**config.mk**
```make
export PLATFORM = sky130hd
export DESIGN_NAME = four_joint_servo_slew_controller
export DESIGN_NICKNAME = d
export VERILOG_FILES = /design/src/hdl/fjssc_pkg.sv /design/src/hdl/four_joint_servo_slew_controller.sv
export VERILOG_INCLUDE_DIRS = /design/src /design/src/hdl
export SDC_FILE = /design/constraint.sdc
export NUM_CORES = 1
export LEC_CHECK = 0
export BUFFER_PORTS_ARGS = -buffer_cell sky130_fd_sc_hd__buf_2
export CAP_MARGIN = 20
export CORE_UTILIZATION = 50
export DETAILED_ROUTE_END_ITERATION = 8
export PLACE_DENSITY = 0.72
export SLEW_MARGIN = 30
export SYNTH_ARGS = -nofsm -noshare
export SYNTH_HDL_FRONTEND = slang
export SYNTH_SLANG_ARGS = --single-unit
```
**constraint.sdc**
```tcl
create_clock -name clk -period 13 [get_ports clk]
set_clock_uncertainty 0.05 [all_clocks]
set_input_delay 0.65 -clock clk [delete_from_list [all_inputs] [get_ports clk]]
set_output_delay 0.65 -clock clk [all_outputs]
set_load 0.005 [all_outputs]
```
**src/hdl/assert_macros.svh**
```systemverilog
// Assertion macros shared by the RTL of the servo slew controller.
// Expects a clock named clk and an active-low reset named arst_n in scope.
`ifndef ASSERT_MACROS_SVH
`define ASSERT_MACROS_SVH

// Implication checked at every rising edge of clk, off during reset.
`define ASSERT_IMPL(lbl, ante, cons, msg) \
	lbl: assert property (@(posedge clk) disable iff (!arst_n) (ante) |-> (cons)) \
		else $error(msg);

// Condition that must hold at every rising edge of clk, off during reset.
`define ASSERT_ALWAYS(lbl, expr, msg) \
	lbl: assert property (@(posedge clk) disable iff (!arst_n) (expr)) \
		else $error(msg);

`endif

```
**src/hdl/fjssc_pkg.sv**
```systemverilog
// Package for the four-joint servo slew controller: types, limits, codes,
// register reset values and the per-joint angle limit check. No dependencies.
`timescale 1ns / 1ps
`default_nettype none

package fjssc_pkg;

	localparam int NUM_JOINTS = 4;

	localparam int BASE_MAX      = 180;
	localparam int SHOULDER_MAX  = 77;
	localparam int GRIP_MAX      = 37;
	localparam int ELBOW_MIN_SUM = 140;
	localparam int ELBOW_MAX_SUM = 196;
	localparam int ELBOW_MAX     = 180;
	localparam int MIN_SWING     = 5;

	typedef enum logic [1:0] {
		OP_TICK    = 2'd0,
		OP_SET_ONE = 2'd1,
		OP_SET_ALL = 2'd2,
		OP_HOME    = 2'd3
	} opcode_t;

	localparam logic [1:0] J_BASE     = 2'd0;
	localparam logic [1:0] J_SHOULDER = 2'd1;
	localparam logic [1:0] J_ELBOW    = 2'd2;
	localparam logic [1:0] J_GRIP     = 2'd3;

	localparam logic [2:0] REG_COMP_ENABLE     = 3'd0;
	localparam logic [2:0] REG_HEAVY_THRESHOLD = 3'd1;
	localparam logic [2:0] REG_OVERSHOOT_ANGLE = 3'd2;
	localparam logic [2:0] REG_COMP_DELAY      = 3'd3;
	localparam logic [2:0] REG_SLOW_THRESHOLD  = 3'd4;
	localparam logic [2:0] REG_NORMAL_INTERVAL = 3'd5;
	localparam logic [2:0] REG_SLOW_INTERVAL   = 3'd6;
	localparam logic [2:0] REG_HOME_ANGLES     = 3'd7;

	localparam logic        RST_COMP_ENABLE     = 1'b1;
	localparam logic [6:0]  RST_HEAVY_THRESHOLD = 7'd30;
	localparam logic [6:0]  RST_OVERSHOOT_ANGLE = 7'd3;
	localparam logic [15:0] RST_COMP_DELAY      = 16'd150;
	localparam logic [7:0]  RST_SLOW_THRESHOLD  = 8'd40;
	localparam logic [7:0]  RST_NORMAL_INTERVAL = 8'd15;
	localparam logic [7:0]  RST_SLOW_INTERVAL   = 8'd25;
	localparam logic [31:0] RST_HOME_ANGLES     = 32'h0096_005A;

	typedef struct packed {
		opcode_t           opcode;
		logic [1:0]        joint;
		logic signed [8:0] angle;
		logic signed [8:0] base_angle;
		logic signed [8:0] shoulder_angle;
		logic signed [8:0] elbow_angle;
		logic signed [8:0] grip_angle;
	} item_t;

	typedef struct packed {
		logic                                 accepted;
		logic [NUM_JOINTS-1:0][7:0]           pos;
		logic [NUM_JOINTS-1:0]                write_mask;
		logic                                 compensating;
		logic                                 slow_mode;
	} result_t;

	// Limit check of one requested angle; sh is the shoulder angle that
	// sets the elbow window.
	function automatic logic angle_ok(input logic [1:0] j, input logic signed [8:0] a,
			input logic [7:0] sh);
		logic signed [10:0] aw;
		logic signed [10:0] lo;
		logic signed [10:0] hi;
		logic               ok;
		aw = 11'(a);
		lo = 11'(ELBOW_MIN_SUM) - $signed({3'b000, sh});
		hi = 11'(ELBOW_MAX_SUM) - $signed({3'b000, sh});
		if (hi > 11'(ELBOW_MAX))
			hi = 11'(ELBOW_MAX);
		case (j)
			J_BASE:     ok = (aw >= 0) && (aw <= 11'(BASE_MAX));
			J_SHOULDER: ok = (aw >= 0) && (aw <= 11'(SHOULDER_MAX));
			J_ELBOW:    ok = (aw >= lo) && (aw <= hi);
			default:    ok = (aw >= 0) && (aw <= 11'(GRIP_MAX));
		endcase
		return ok;
	endfunction

endpackage

`default_nettype wire

```
**src/hdl/four_joint_servo_slew_controller.sv**
```systemverilog
// Four-joint servo slew controller: one item register, one combinational
// update of the joint state, one result register. Uses fjssc_pkg and
// assert_macros.svh.
//
// Each item passes from the item register through the state update into the
// result register; a new item is taken every cycle unless out_stall holds a
// full result register. The state update is a single path that closes on the
// joint state registers. Tick items advance the step phase; every interval-th
// tick moves each joint one degree toward its target. Set commands are
// limit-checked, go home retargets to the home register. Configuration writes
// are always ready and take effect on the next item, interval writes on the next accepted set.
`timescale 1ns / 1ps
`default_nettype none

`include "assert_macros.svh"

module four_joint_servo_slew_controller (
	input  wire logic                 clk,
	input  wire logic                 arst_n,
	input  wire logic                 in_valid,
	output logic                      in_stall,
	input  wire logic [1:0]           opcode,
	input  wire logic [1:0]           joint,
	input  wire logic signed [8:0]    angle,
	input  wire logic signed [8:0]    base_angle,
	input  wire logic signed [8:0]    shoulder_angle,
	input  wire logic signed [8:0]    elbow_angle,
	input  wire logic signed [8:0]    grip_angle,
	output logic                      out_valid,
	input  wire logic                 out_stall,
	output logic                      accepted,
	output logic [7:0]                base_pos,
	output logic [7:0]                shoulder_pos,
	output logic [7:0]                elbow_pos,
	output logic [7:0]                grip_pos,
	output logic [3:0]                write_mask,
	output logic                      compensating,
	output logic                      slow_mode,
	input  wire logic                 cfg_valid,
	output logic                      cfg_ready,
	input  wire logic [2:0]           cfg_index,
	input  wire logic [31:0]          cfg_data
);
	import fjssc_pkg::*;

	// configuration
	logic        comp_en_q;
	logic [6:0]  heavy_q;
	logic [6:0]  over_q;
	logic [15:0] delay_q;
	logic [7:0]  slow_thr_q;
	logic [7:0]  norm_int_q;
	logic [7:0]  slow_int_q;
	logic [31:0] home_q;

	// joint state
	logic [7:0]  cur_q [NUM_JOINTS];
	logic [7:0]  tgt_q [NUM_JOINTS];
	logic        comp_q;
	logic [15:0] elapsed_q;
	logic [7:0]  final_q;
	logic        slow_q;
	logic [7:0]  phase_q;
	logic [7:0]  intv_q;

	logic [7:0]  cur_n [NUM_JOINTS];
	logic [7:0]  tgt_n [NUM_JOINTS];
	logic        comp_n;
	logic [15:0] elapsed_n;
	logic [7:0]  final_n;
	logic        slow_n;
	logic [7:0]  phase_n;
	logic [7:0]  intv_n;

	item_t       item_s1;
	logic        valid_s1;
	result_t     res_q;
	logic        res_valid_q;
	result_t     res_n;
	logic        advance;

	logic [8:0]  phase_inc;
	logic        set_sh;
	logic [7:0]  sh_a;
	logic        reload;
	logic [3:0]  mask;
	logic        acc;
	logic [8:0]  swing;

	assign advance   = valid_s1 && (!res_valid_q || !out_stall);
	assign in_stall  = valid_s1 && !advance;
	assign cfg_ready = 1'b1;

	always_ff @(posedge clk or negedge arst_n) begin
		if (!arst_n) begin
			valid_s1 <= 1'b0;
		end else if (!in_stall) begin
			valid_s1 <= in_valid;
		end
	end

	always_ff @(posedge clk) begin
		if (in_valid && !in_stall) begin
			item_s1 <= '{opcode: opcode_t'(opcode), joint: joint, angle: angle,
				base_angle: base_angle, shoulder_angle: shoulder_angle,
				elbow_angle: elbow_angle, grip_angle: grip_angle};
		end
	end

	always_ff @(posedge clk or negedge arst_n) begin
		if (!arst_n) begin
			comp_en_q  <= RST_COMP_ENABLE;
			heavy_q    <= RST_HEAVY_THRESHOLD;
			over_q     <= RST_OVERSHOOT_ANGLE;
			delay_q    <= RST_COMP_DELAY;
			slow_thr_q <= RST_SLOW_THRESHOLD;
			norm_int_q <= RST_NORMAL_INTERVAL;
			slow_int_q <= RST_SLOW_INTERVAL;
			home_q     <= RST_HOME_ANGLES;
		end else if (cfg_valid && cfg_ready) begin
			case (cfg_index)
				REG_COMP_ENABLE:     comp_en_q  <= cfg_data[0];
				REG_HEAVY_THRESHOLD: heavy_q    <= cfg_data[6:0];
				REG_OVERSHOOT_ANGLE: over_q     <= cfg_data[6:0];
				REG_COMP_DELAY:      delay_q    <= cfg_data[15:0];
				REG_SLOW_THRESHOLD:  slow_thr_q <= cfg_data[7:0];
				REG_NORMAL_INTERVAL: norm_int_q <= cfg_data[7:0];
				REG_SLOW_INTERVAL:   slow_int_q <= cfg_data[7:0];
				REG_HOME_ANGLES:     home_q     <= cfg_data;
				default: ;
			endcase
		end
	end

	always_comb begin
		cur_n     = cur_q;
		tgt_n     = tgt_q;
		comp_n    = comp_q;
		elapsed_n = elapsed_q;
		final_n   = final_q;
		slow_n    = slow_q;
		phase_n   = phase_q;
		intv_n    = intv_q;
		phase_inc = {1'b0, phase_q} + 9'd1;
		set_sh    = 1'b0;
		sh_a      = '0;
		reload    = 1'b0;
		mask      = '0;
		acc       = 1'b0;
		swing     = '0;

		case (item_s1.opcode)
			OP_TICK: begin
				if (comp_q && (elapsed_q != 16'hFFFF))
					elapsed_n = elapsed_q + 16'd1;
				if (phase_inc >= {1'b0, intv_q}) begin
					phase_n = '0;
					if (comp_q && (elapsed_n >= delay_q)) begin
						tgt_n[J_SHOULDER] = final_q;
						comp_n = 1'b0;
					end
					slow_n = (cur_q[J_SHOULDER] >= slow_thr_q) ||
						(tgt_n[J_SHOULDER] >= slow_thr_q);
					for (int j = 0; j < NUM_JOINTS; j++) begin
						if (tgt_n[j] > cur_q[j]) begin
							cur_n[j] = cur_q[j] + 8'd1;
							mask[j]  = 1'b1;
						end else if (tgt_n[j] < cur_q[j]) begin
							cur_n[j] = cur_q[j] - 8'd1;
							mask[j]  = 1'b1;
						end
					end
				end else begin
					phase_n = phase_inc[7:0];
				end
			end
			OP_SET_ONE: begin
				if (angle_ok(item_s1.joint, item_s1.angle, cur_q[J_SHOULDER])) begin
					acc    = 1'b1;
					reload = 1'b1;
					if (item_s1.joint == J_SHOULDER) begin
						set_sh = 1'b1;
						sh_a   = item_s1.angle[7:0];
					end else begin
						tgt_n[item_s1.joint] = item_s1.angle[7:0];
					end
				end
			end
			OP_SET_ALL: begin
				if (angle_ok(J_BASE, item_s1.base_angle, 8'd0) &&
						angle_ok(J_SHOULDER, item_s1.shoulder_angle, 8'd0) &&
						angle_ok(J_ELBOW, item_s1.elbow_angle,
							item_s1.shoulder_angle[7:0]) &&
						angle_ok(J_GRIP, item_s1.grip_angle, 8'd0)) begin
					acc             = 1'b1;
					reload          = 1'b1;
					set_sh          = 1'b1;
					sh_a            = item_s1.shoulder_angle[7:0];
					tgt_n[J_BASE]   = item_s1.base_angle[7:0];
					tgt_n[J_ELBOW]  = item_s1.elbow_angle[7:0];
					tgt_n[J_GRIP]   = item_s1.grip_angle[7:0];
				end
			end
			OP_HOME: begin
				for (int j = 0; j < NUM_JOINTS; j++)
					tgt_n[j] = home_q[8*j +: 8];
			end
			default: ;
		endcase

		// overshoot on a large downward-in-angle shoulder move
		if (set_sh) begin
			swing = {1'b0, cur_q[J_SHOULDER]} - {1'b0, sh_a};
			if (comp_en_q && (sh_a < cur_q[J_SHOULDER]) && (sh_a >= {1'b0, heavy_q}) &&
					(swing >= 9'(MIN_SWING))) begin
				final_n           = sh_a;
				tgt_n[J_SHOULDER] = (sh_a >= {1'b0, over_q}) ? sh_a - {1'b0, over_q} : 8'd0;
				elapsed_n         = '0;
				comp_n            = 1'b1;
			end else begin
				tgt_n[J_SHOULDER] = sh_a;
			end
		end

		if (reload) begin
			intv_n  = slow_q ? slow_int_q : norm_int_q;
			phase_n = '0;
		end

		res_n.accepted     = acc;
		res_n.write_mask   = mask;
		res_n.compensating = comp_n;
		res_n.slow_mode    = slow_n;
		for (int j = 0; j < NUM_JOINTS; j++)
			res_n.pos[j] = cur_n[j];
	end

	always_ff @(posedge clk or negedge arst_n) begin
		if (!arst_n) begin
			for (int j = 0; j < NUM_JOINTS; j++) begin
				cur_q[j] <= RST_HOME_ANGLES[8*j +: 8];
				tgt_q[j] <= RST_HOME_ANGLES[8*j +: 8];
			end
			comp_q    <= 1'b0;
			elapsed_q <= '0;
			final_q   <= '0;
			slow_q    <= 1'b0;
			phase_q   <= '0;
			intv_q    <= RST_NORMAL_INTERVAL;
		end else if (advance) begin
			cur_q     <= cur_n;
			tgt_q     <= tgt_n;
			comp_q    <= comp_n;
			elapsed_q <= elapsed_n;
			final_q   <= final_n;
			slow_q    <= slow_n;
			phase_q   <= phase_n;
			intv_q    <= intv_n;
		end
	end

	always_ff @(posedge clk or negedge arst_n) begin
		if (!arst_n) begin
			res_valid_q <= 1'b0;
		end else if (advance) begin
			res_valid_q <= 1'b1;
		end else if (!out_stall) begin
			res_valid_q <= 1'b0;
		end
	end

	always_ff @(posedge clk) begin
		if (advance)
			res_q <= res_n;
	end

	assign out_valid    = res_valid_q;
	assign accepted     = res_q.accepted;
	assign base_pos     = res_q.pos[J_BASE];
	assign shoulder_pos = res_q.pos[J_SHOULDER];
	assign elbow_pos    = res_q.pos[J_ELBOW];
	assign grip_pos     = res_q.pos[J_GRIP];
	assign write_mask   = res_q.write_mask;
	assign compensating = res_q.compensating;
	assign slow_mode    = res_q.slow_mode;

	`ASSERT_IMPL(a_mask_only_on_tick, res_valid_q && (res_q.write_mask != 4'd0), !res_q.accepted, "servo write on a set command")
	`ASSERT_IMPL(a_comp_starts_on_set, $rose(comp_q), res_valid_q && res_q.accepted, "compensation started without an accepted set")
	`ASSERT_ALWAYS(a_phase_in_range, (phase_q == 8'd0) || (phase_q < intv_q), "step phase beyond interval")
	`ASSERT_IMPL(a_stall_needs_item, in_stall, valid_s1, "input stalled with empty item register")

endmodule

`default_nettype wire
```
==> reports/metrics.yaml <==
routing:
  wl_um: 43400
  wl_per_cell_um: 19.2
  ant_nets: 0
  avgViaCountPerCell: 5.89
  drcViolationCount: 0
  first_pass_iters: 5
  num_vias: 13300
  initialDrtViolationCount: 1002
timing:
  setup_ws_ps: 5280
  setup_viol: 0
  worst_pin_slew_ps: 901
  period_needed_ps: 7720
  fin_setup_tns_ps: 0
  hold_viol_final: 0
  relSlewSlack: 0.398
  min_period_over_period: 0.594
  fmaxAchievable_ghz: 0.130
  drv_slew: 0
  rsz0062_at_grt: "false"
placement:
  gp_congestion: 0.939
  portBuffers: 129
  place_ws_ps: 5440
  hpwl_um: 31500
cts:
  cts-root-buf: "clkbuf_16"
  clock_path_buffers: 3
  clock_latency_ps: 560
  cts_tree: "built"
  path_clk_slew_ps: 60
  hold_buffers: 0
  cts_setup_buffers: 0
  cts.sinks: 283
  h-tree-depth: 1
  post_cts_resized: 0
  cts_buffers: 31
synth:
  yosys.area.top_type_share: 0.214
  synth-edff-count: 88
  synth.most_common_cell: "nand2_1"
  synth_area_leader_cell: "dfrtp_1"
  yosys_warnings: 0
  avgSynthCellArea_um2: 10.2
  synthCells: 1678
  ys.flop_type: "dfrtp_1"
  ys_ff_latch: 283
  synthTopCellsByCount: "176 x nand2_1, 149 x ha_1, 147 x dfrtp_1"
  yosysSeqAreaShare: 0.441
  syn-cell-area_mm2: 0.0172
  ys_async_sr_fraction: 0.689
  ys_types: 79
  synthTopCellsByArea: "dfrtp_1 21%, edfxtp_1 15%, ha_1 11%"
finish:
  finish.net_count: 2032
  diodes: 0
  drive_gt1_frac: 0.192
  register_area_mm2: 0.00758
  syn2layout_area_growth_pct: 11.9
  multi_input_area_mm2: 0.00893
  num-fill-cells: 2921
floorplanning:
  die_h_um: 187
  io_pins: 131
  fp.dieW_um: 187
  core_area_mm2: 0.0337
  fp-row-count: 67
  initial_utilization: 0.510
  die_area_mm2: 0.0351
critical_path:
  worstSetupStartpointType: "flip-flop"
  path_max_fanout: 12
  crit_family: "simple AND/OR/NAND/NOR gates"
  critPathSlowestCell: "a311oi_1"
  rr_endpoint: "elapsed_q[6]"
  path_common_cell: "ha_1"
  r2r_cells: 26
  cp_num_buf_inv: 1
  critical_path_class: "reg2reg"
  worst-path-stages: 26
  r2r_start: "item_s1[18]"
  crit_path_end_kind: "flip-flop"
  required_ps: 13340
  slowest_delay_ps: 700
  arrival_ps: 8060
  reg2reg_slack_ps: 5280
global_route:
  grt_use_total: 0.248
  grt_max_degree: 75
  overflow: 0
  grt_pass1_wl_um: 69600
  antenna_found_initial: 0
  grt_pass1_vias: 12900
worst_hold_path:
  hp-class: "in2async"
power_and_ir_drop:
  ir_drop_mv: 0.127
  cellLeakagePower_nw: 8.25
  p_total_mw: 3.60
  powerDensity_mw_per_mm2: 187
job:
  drv_cap: 0
run_status:
  status: "finished, final reports clean"
[stage by stage]
step / area, um2 / instances / utilization / hold WS, ps
after floorplan: 17200 / 1679 / - / 304
after global placement: 18200 / 2205 / 0.541 / 416
after detailed placement: 18200 / 2205 / 0.541 / 417
after CTS: 19200 / 2262 / 0.570 / 21.2
after global routing: 19200 / 2264 / 0.571 / 44.7
final: 19200 / 2264 / 0.571 / 13.0
[layout by cell type, fill, tap and decap left out, types with 12 or more instances in the layout]
master     instances
o21ai_1           15
buf_2            129
a21o_1            27
dfrtp_1          147
nand4_1           26
nand2_1          176
a22oi_1           34
inv_1            106
xnor2_1           87
a211oi_1          18
ha_1             149
dfstp_2           48
a21oi_1           56
o22a_1            24
mux2_2            79
nor3_1            17
nand3_1           39
nand2b_1          22
o21ai_0          105
o31ai_1           15
edfxtp_1          88
clkbuf_16         33
mux2i_1           15
and3_1            12
o21a_1            20
nor2_1            81
a31oi_1           12
nor2b_1           14
[cells by family (layout without fill, tap and decap cells)]
family,Yosys count,count (layout),share of synthesized area
AND/OR/NAND/NOR,458,458,0.129
AO/OA/AOI/OAI,417,417,0.164
buffers and inverters,173,310,0.0410
multiplexers,99,99,0.0648
other,1,2,0.000218
flip-flops,283,283,0.441
XOR/XNOR,96,96,0.0489
adder cells (fa/ha/maj),151,151,0.111
[how the worst max path moves through the flow]
stage / from / to / slack, ps
floorplan: elapsed_q[4] / slow_mode / 6960
global placement: elapsed_q[4] / shoulder_pos[7] / 5650
detailed placement: item_s1[18] / elapsed_q[6] / 5440
CTS: item_s1[18] / elapsed_q[6] / 5410
global route: item_s1[18] / elapsed_q[14] / 4700
finish: item_s1[18] / elapsed_q[6] / 5280
[sequential cells by signal, indices dropped and copies added, names as in the netlist, 7 cells and up, named ones only]
name          flops
base_pos          8
cur_q            32
delay_q          16
elapsed_q        16
elbow_pos         8
final_q           8
grip_pos          8
heavy_q           7
home_q           32
intv_q            8
item_s1          49
norm_int_q        8
over_q            7
phase_q           8
shoulder_pos      8
slow_int_q        8
slow_thr_q        8
tgt_q             8
[power breakdown]
group | internal, mW | switching [mW]
clock | 0.504 | 0.353
combinational | 0.599 | 0.755
sequential | 1.18 | 0.217
total | 2.28 | 1.32
[area by class of cell]
type                       instances  area share
clock inverter                     9     0.00377
clock buffer                      48      0.0479
multi-input combinational       1223       0.464
inverter                         110      0.0215
tap                              448      0.0291
sequential                       283       0.394
timing repair buffer             143      0.0397
[worst register-to-register path: stages (launching register included)]
cell      delay (ps)
edfxtp_1         530
inv_1            140
ha_1             270
nor2b_1          280
nor2_1           140
nand2_1          160
a31oi_1          100
a311oi_1         700
a21oi_1          100
ha_1             310
nand3_1          100
or3_1            390
o311a_1          160
nor4_2           410
and2_1           530
a22oi_1          170
nand2b_1         250
ha_1             360
nand3b_1         120
a21oi_1          230
nor2_1           120
a221o_1          360
a211oi_1         350
o21ai_1          280
nor2_2           470
or2_1            350
o32ai_1          130
[per-layer routing]
layer,vias up,part of all wire,GRT usage
met4,0,0.035,0.0941
met1,6432,0.45,0.346
li1,6323,-,-
met3,97,0.074,0.0439
met2,484,0.44,0.384
met5,-,0,0
No activity file was read; power rests on OpenSTA's default activity.
